==> src/hw/rtl/r2h_pkg.sv <==
// ----------------------------------------------------------------------------
// RGB to HSV converter package
// Word types, divider lane types and hue constants shared by all modules.
// ----------------------------------------------------------------------------
package r2h_pkg;

  // One quotient bit is resolved per cell.
  localparam int unsigned NumCells = 16;

  localparam logic [14:0] HueFullTurn  = 15'd23040;
  localparam logic [14:0] HueBaseGreen = 15'd7680;
  localparam logic [14:0] HueBaseBlue  = 15'd15360;
  localparam logic [14:0] HueBaseRed   = 15'd0;

  typedef struct packed {
    logic [7:0] red;
    logic [7:0] green;
    logic [7:0] blue;
  } pixel_t;

  typedef struct packed {
    logic [14:0] hue;
    logic [15:0] saturation;
    logic [7:0]  brightness;
  } hsv_t;

  // Restoring divider lane: partial remainder, dividend bits still to be
  // shifted in at the top with quotient bits collected at the bottom, and
  // the divisor.
  typedef struct packed {
    logic [7:0]  rem;
    logic [15:0] bits;
    logic [7:0]  dvs;
  } div_lane_t;

  typedef struct packed {
    logic [7:0]  brightness;
    logic [14:0] hue_base;
    logic        hue_neg;
  } side_t;

  typedef struct packed {
    logic      valid;
    side_t     side;
    div_lane_t sat;
    div_lane_t hue;
  } cell_word_t;

endpackage

==> src/hw/rtl/r2h_front.sv <==
// ----------------------------------------------------------------------------
// RGB to HSV front stage
// Finds max and min, picks the hue sector and loads both divider lanes.
// ----------------------------------------------------------------------------
module r2h_front (
  input  logic               clk_i,
  input  logic               rst_ni,
  input  logic               en_i,
  input  logic               valid_i,
  input  r2h_pkg::pixel_t    pixel_i,
  output r2h_pkg::cell_word_t word_o
);

  logic [7:0]  r, g, b;
  logic        red_max, green_max;
  logic [7:0]  hi, lo, d;
  logic [8:0]  num;
  logic        neg;
  logic [8:0]  num_abs;
  logic [7:0]  mag;
  logic [19:0] hue_n;
  logic [23:0] sat_n;
  logic [14:0] base;

  logic               valid_q;
  r2h_pkg::side_t     side_q;
  r2h_pkg::div_lane_t sat_q, hue_q;
  r2h_pkg::side_t     side_d;
  r2h_pkg::div_lane_t sat_d, hue_d;

  assign r = pixel_i.red;
  assign g = pixel_i.green;
  assign b = pixel_i.blue;

  // Ties go to red first, then green.
  assign red_max   = (r >= g) && (r >= b);
  assign green_max = !red_max && (g >= b);

  always_comb begin
    if (red_max) begin
      hi  = r;
      num = {1'b0, g} - {1'b0, b};
    end else if (green_max) begin
      hi  = g;
      num = {1'b0, b} - {1'b0, r};
    end else begin
      hi  = b;
      num = {1'b0, r} - {1'b0, g};
    end
  end

  assign lo = (r <= g) ? ((r <= b) ? r : b) : ((g <= b) ? g : b);
  assign d  = hi - lo;

  assign neg     = num[8];
  assign num_abs = neg ? (9'd0 - num) : num;
  assign mag     = num_abs[7:0];

  // A negative hue in the red sector wraps by a full turn.
  always_comb begin
    if (red_max) begin
      base = neg ? r2h_pkg::HueFullTurn : r2h_pkg::HueBaseRed;
    end else if (green_max) begin
      base = r2h_pkg::HueBaseGreen;
    end else begin
      base = r2h_pkg::HueBaseBlue;
    end
  end

  // 3840 * |num| and 65535 * d, built from shifts.
  assign hue_n = {mag, 12'd0} - {4'd0, mag, 8'd0};
  assign sat_n = {d, 16'd0} - {16'd0, d};

  // The quotient always fits in 16 bits, so the top dividend byte starts
  // out below the divisor. A zero divisor only occurs with a zero dividend
  // and is replaced by one so that the quotient comes out zero.
  always_comb begin
    side_d.brightness = hi;
    side_d.hue_base   = base;
    side_d.hue_neg    = neg;
    sat_d.rem         = sat_n[23:16];
    sat_d.bits        = sat_n[15:0];
    sat_d.dvs         = (hi == 8'd0) ? 8'd1 : hi;
    hue_d.rem         = 8'd0;
    hue_d.bits        = hue_n[15:0];
    hue_d.dvs         = (d == 8'd0) ? 8'd1 : d;
    hue_d.rem[3:0]    = hue_n[19:16];
  end

  always_ff @(posedge clk_i or negedge rst_ni) begin
    if (!rst_ni) begin
      valid_q <= 1'b0;
    end else if (en_i) begin
      valid_q <= valid_i;
    end
  end

  always_ff @(posedge clk_i) begin
    if (en_i) begin
      side_q <= side_d;
      sat_q  <= sat_d;
      hue_q  <= hue_d;
    end
  end

  assign word_o.valid = valid_q;
  assign word_o.side  = side_q;
  assign word_o.sat   = sat_q;
  assign word_o.hue   = hue_q;

endmodule

==> src/hw/rtl/r2h_div_cell.sv <==
// ----------------------------------------------------------------------------
// RGB to HSV divider cell
// One restoring division step on the saturation and hue lanes, registered.
// ----------------------------------------------------------------------------
module r2h_div_cell (
  input  logic                clk_i,
  input  logic                rst_ni,
  input  logic                en_i,
  input  r2h_pkg::cell_word_t word_i,
  output r2h_pkg::cell_word_t word_o
);

  function automatic r2h_pkg::div_lane_t div_step(input r2h_pkg::div_lane_t lane);
    r2h_pkg::div_lane_t res;
    logic [8:0] trial;
    logic [8:0] diff;
    logic       ge;
    trial    = {lane.rem, lane.bits[15]};
    diff     = trial - {1'b0, lane.dvs};
    ge       = (trial >= {1'b0, lane.dvs});
    // The remainder stays below the divisor, so one subtract is enough.
    res.rem  = ge ? diff[7:0] : trial[7:0];
    res.bits = {lane.bits[14:0], ge};
    res.dvs  = lane.dvs;
    return res;
  endfunction

  logic               valid_q;
  r2h_pkg::side_t     side_q;
  r2h_pkg::div_lane_t sat_q, hue_q;

  always_ff @(posedge clk_i or negedge rst_ni) begin
    if (!rst_ni) begin
      valid_q <= 1'b0;
    end else if (en_i) begin
      valid_q <= word_i.valid;
    end
  end

  always_ff @(posedge clk_i) begin
    if (en_i) begin
      side_q <= word_i.side;
      sat_q  <= div_step(word_i.sat);
      hue_q  <= div_step(word_i.hue);
    end
  end

  assign word_o.valid = valid_q;
  assign word_o.side  = side_q;
  assign word_o.sat   = sat_q;
  assign word_o.hue   = hue_q;

endmodule

==> src/hw/rtl/r2h_out_buf.sv <==
// ----------------------------------------------------------------------------
// RGB to HSV output buffer
// Applies the hue sector offset and sign, then holds results in an output
// register backed by a skid register.
// ----------------------------------------------------------------------------
module r2h_out_buf (
  input  logic                clk_i,
  input  logic                rst_ni,
  input  r2h_pkg::cell_word_t word_i,
  output logic                en_o,
  output logic                out_valid_o,
  input  logic                out_ready_i,
  output r2h_pkg::hsv_t       out_data_o
);

  logic [14:0]   quo;
  logic [14:0]   carry;
  logic          incoming;
  r2h_pkg::hsv_t result;

  logic          out_valid_q, skid_valid_q;
  r2h_pkg::hsv_t out_q, skid_q;

  // Negative differences need the floor, so a nonzero remainder rounds
  // the quotient away from zero.
  assign quo   = {3'd0, word_i.hue.bits[11:0]};
  assign carry = {14'd0, (word_i.hue.rem != 8'd0)};

  always_comb begin
    result.brightness = word_i.side.brightness;
    result.saturation = word_i.sat.bits;
    if (word_i.side.hue_neg) begin
      result.hue = word_i.side.hue_base - quo - carry;
    end else begin
      result.hue = word_i.side.hue_base + quo;
    end
  end

  // The chain moves whenever the skid register is free.
  assign en_o     = !skid_valid_q;
  assign incoming = en_o && word_i.valid;

  always_ff @(posedge clk_i or negedge rst_ni) begin
    if (!rst_ni) begin
      out_valid_q  <= 1'b0;
      skid_valid_q <= 1'b0;
    end else begin
      if (!out_valid_q || out_ready_i) begin
        out_valid_q <= skid_valid_q || incoming;
      end
      if (skid_valid_q) begin
        if (out_ready_i) begin
          skid_valid_q <= 1'b0;
        end
      end else if (incoming && out_valid_q && !out_ready_i) begin
        skid_valid_q <= 1'b1;
      end
    end
  end

  always_ff @(posedge clk_i) begin
    if (!out_valid_q || out_ready_i) begin
      out_q <= skid_valid_q ? skid_q : result;
    end
    if (!skid_valid_q && incoming && out_valid_q && !out_ready_i) begin
      skid_q <= result;
    end
  end

  assign out_valid_o = out_valid_q;
  assign out_data_o  = out_q;

endmodule

==> src/hw/rtl/rgb_to_hsv_converter.sv <==
// An accepted pixel passes the front stage register, the divider cells and the output register in turn.
// Throughput: one pixel per cycle while the skid register is free, through the 16-cell divider chain that
// resolves one quotient bit of saturation and hue per cell.
// A waiting output word is held in an output register plus a skid register.
// Reset clears only valid flags; data registers are not reset.
// ----------------------------------------------------------------------------
// RGB to HSV converter
// Front stage, divider cell chain and output buffer.
// ----------------------------------------------------------------------------
module rgb_to_hsv_converter (
  input  logic            clk_i,
  input  logic            rst_ni,
  input  logic            in_valid_i,
  output logic            in_ready_o,
  input  r2h_pkg::pixel_t in_data_i,
  output logic            out_valid_o,
  input  logic            out_ready_i,
  output r2h_pkg::hsv_t   out_data_o
);

  logic                en;
  r2h_pkg::cell_word_t chain [r2h_pkg::NumCells+1];

  assign in_ready_o = en;

  r2h_front u_front (
    .clk_i   (clk_i),
    .rst_ni  (rst_ni),
    .en_i    (en),
    .valid_i (in_valid_i),
    .pixel_i (in_data_i),
    .word_o  (chain[0])
  );

  for (genvar k = 0; k < r2h_pkg::NumCells; k++) begin : g_cell
    r2h_div_cell u_cell (
      .clk_i  (clk_i),
      .rst_ni (rst_ni),
      .en_i   (en),
      .word_i (chain[k]),
      .word_o (chain[k+1])
    );
  end

  r2h_out_buf u_out (
    .clk_i       (clk_i),
    .rst_ni      (rst_ni),
    .word_i      (chain[r2h_pkg::NumCells]),
    .en_o        (en),
    .out_valid_o (out_valid_o),
    .out_ready_i (out_ready_i),
    .out_data_o  (out_data_o)
  );

endmodule

==> config.mk <==
export PLATFORM = sky130hd
export DESIGN_NAME = rgb_to_hsv_converter
export DESIGN_NICKNAME = d
export VERILOG_FILES = /design/src/hw/rtl/r2h_pkg.sv /design/src/hw/rtl/r2h_front.sv /design/src/hw/rtl/r2h_div_cell.sv /design/src/hw/rtl/r2h_out_buf.sv /design/src/hw/rtl/rgb_to_hsv_converter.sv
export SDC_FILE = /design/constraint.sdc
export NUM_CORES = 2
export LEC_CHECK = 0
export BUFFER_PORTS_ARGS = -buffer_cell sky130_fd_sc_hd__buf_2
export CAP_MARGIN = 25
export CORE_UTILIZATION = 64
export CTS_CLUSTER_DIAMETER = 120
export DETAILED_ROUTE_END_ITERATION = 12
export GPL_ROUTABILITY_DRIVEN = 0
export PLACE_DENSITY_LB_ADDON = 0.08
export SYNTH_ARGS = -nofsm -noshare
export SYNTH_HDL_FRONTEND = slang
export SYNTH_HIERARCHICAL = 1
export SYNTH_SLANG_ARGS = --single-unit
==> constraint.sdc <==
create_clock -name clk_i -period 66.2 [get_ports clk_i]
set_input_delay 13.24 -clock clk_i [delete_from_list [all_inputs] [get_ports clk_i]]
set_output_delay 13.24 -clock clk_i [all_outputs]
set_load 0.01 [all_outputs]
==> metrics <==
Final Critical Period=18.17 ns; Post-DP Area=67,700 sq um; drt drc=0; Post-Syn Area=65,900 sq um; fin cells=6,028; Synth Instances=4,365; clock transition at the registers of the reported paths=0.06 ns; via count=33.7k; WL per Instance=16.7 um; Slew HR=0.291; slowest CP cell=mux2i_1; Most common cell on crit path=a21oi_1; Post-Place Cells=5,755; final wirelength=101 mm; HPWL after DPL=66.2 mm; post-route clock period utilization=0.275; most frequent cells in the layout=1,469 x edfxtp_1, 452 x inv_1, 331 x ha_1; Nets=4,936; most common cell after layout, fill and taps aside=edfxtp_1; DRT iter0 DRCs=2,189; Die Y-Extent=323 um; WHS=0.405 ns; number of global-route vias before repair=33.5k; critical path type=input port to flip-flop; first-pass GRT wire length=164 mm; critical path required time=66.67 ns; Layout area overhead=9.99%; CTS tree=yes; Setup Fix Bufs, Post-CTS=0; die area=104,000 sq um; post-cts resize count=0; Worst Hold Class=flip-flop to flip-flop; Final Max Tran Viols=0; Finish-stage setup viols=0; root buf cell=clkbuf_16; port bufs=68; Ports=69; Longest Clk Path Bufs=3; Mean Syn Cell Area=15.1 sq um; Tot GR Track Use=0.197; worst slew pin tran=1.06 ns; core area=102,000 sq um; critical-path maximum fanout=9; 1st-pass router iterations=6; grt ovf=0; # fillers=6,622; clock sink total=1,488; post-route ant nets=0; clock latency on the worst-skew pair=0.74 ns; CTS Buf Count=147; synth warn=6; Die Width=323 um; final hold violations=0; Worst setup SP type=input port; fraction of layout cells with a size suffix above 1=0.138; Peak Freq=0.0550 GHz; Max-Cap Viols=0; Final Cell Area=72,500 sq um; Starting Density=0.647; # rows=117; CP cell instances=buf_2 > inv_1 > ha_1 > a21o_1 > a21oi_1 > inv_1 > o32ai_1 > mux2i_1 > a21oi_1 > ha_1 > fa_1 > nor2b_1 > o21ai_0 > nand2b_1 > a21o_1 > a21oi_1 > xnor2_1 > nor3_1 > and3_1 > mux2i_1 > nand4b_1 > xnor2_1; Clock Skews=0.0196 ns; Fin Setup TNS=0 ns; Crit. End Element=flip-flop; RSZ-0062 raised after global routing=false; H-tree depth=4; Ant. Diodes=0; Via density=5.59; initial antenna violation count=0; largest net degree at the start of global routing=201; Hold Buf Count CTS=0; Worst EP arrival=18.64 ns; Crit path largest cell delay=0.73 ns; outcome=finished, final reports clean
critical path: cells and delay by family:
family | cells | cell delay (ns)
adder cells (fa/ha/maj) | 3 | 1.09
AO/OA/AOI/OAI | 7 | 1.34
buffers and inverters | 3 | 0.26
multiplexers | 2 | 1.31
AND/OR/NAND/NOR | 5 | 0.84
XOR/XNOR | 2 | 0.56
registers in the layout (all words and copies together), names as in the netlist:
name                   count
u_out/out_valid_o          1
u_out/out_data_o          39
g_cell.u_cell/valid_q     16
g_cell.u_cell/word_o    1326
u_front/valid_q            1
u_front/word_o            65
u_out/skid_valid_q         1
u_out/skid_q              39
final cells by class:
class                           instances  area [sq um]  share of cell area
Tap cell                             1368          1710              0.0236
Inverter                              473          1790              0.0246
Multi-Input combinational cell       2342         19100               0.263
Clock inverter                         87           818              0.0113
Clock buffer                          183          3920              0.0541
Sequential cell                      1488         44600               0.615
Timing Repair Buffer                   87           573             0.00791
path summary, 6_finish.rpt:
check,cells after the start,endpoint,startpoint,slack [ns]
hold reg to reg,0,g_cell[15].u_cell/word_o[47],g_cell[14].u_cell/word_o[46],0.41
max in group asynchronous,1,u_out/skid_valid_q,rst_ni,53.42
setup reg to reg,5,g_cell[2].u_cell/word_o[76],u_out/skid_valid_q,61.85
setup / recovery,22,u_front/word_o[62],in_data_i[14],48.03
min in group asynchronous,1,u_front/valid_q,rst_ni,12.45
hold / removal,0,g_cell[15].u_cell/word_o[47],g_cell[14].u_cell/word_o[46],0.41
layer usage:
metal  global-route usage  routed length (um)  up-vias
li1                     -                   -    16700
met1                0.251               44100    16200
met2                0.339               50100      617
met3               0.0327                3860      173
met4               0.0727                2820        0
met5                    0                   0        -
metrics by stage:
step | util | setup slack [ns]
CTS | 0.711 | 48.17
detailed placement | 0.664 | 47.37
global route | 0.711 | 47.61
floorplan | - | 14.25
finish | 0.711 | 48.03
global placement | 0.664 | 47.51
Power is not shown: default switching activity piles up to over one toggle a cycle in this logic, so the estimate is an artifact.
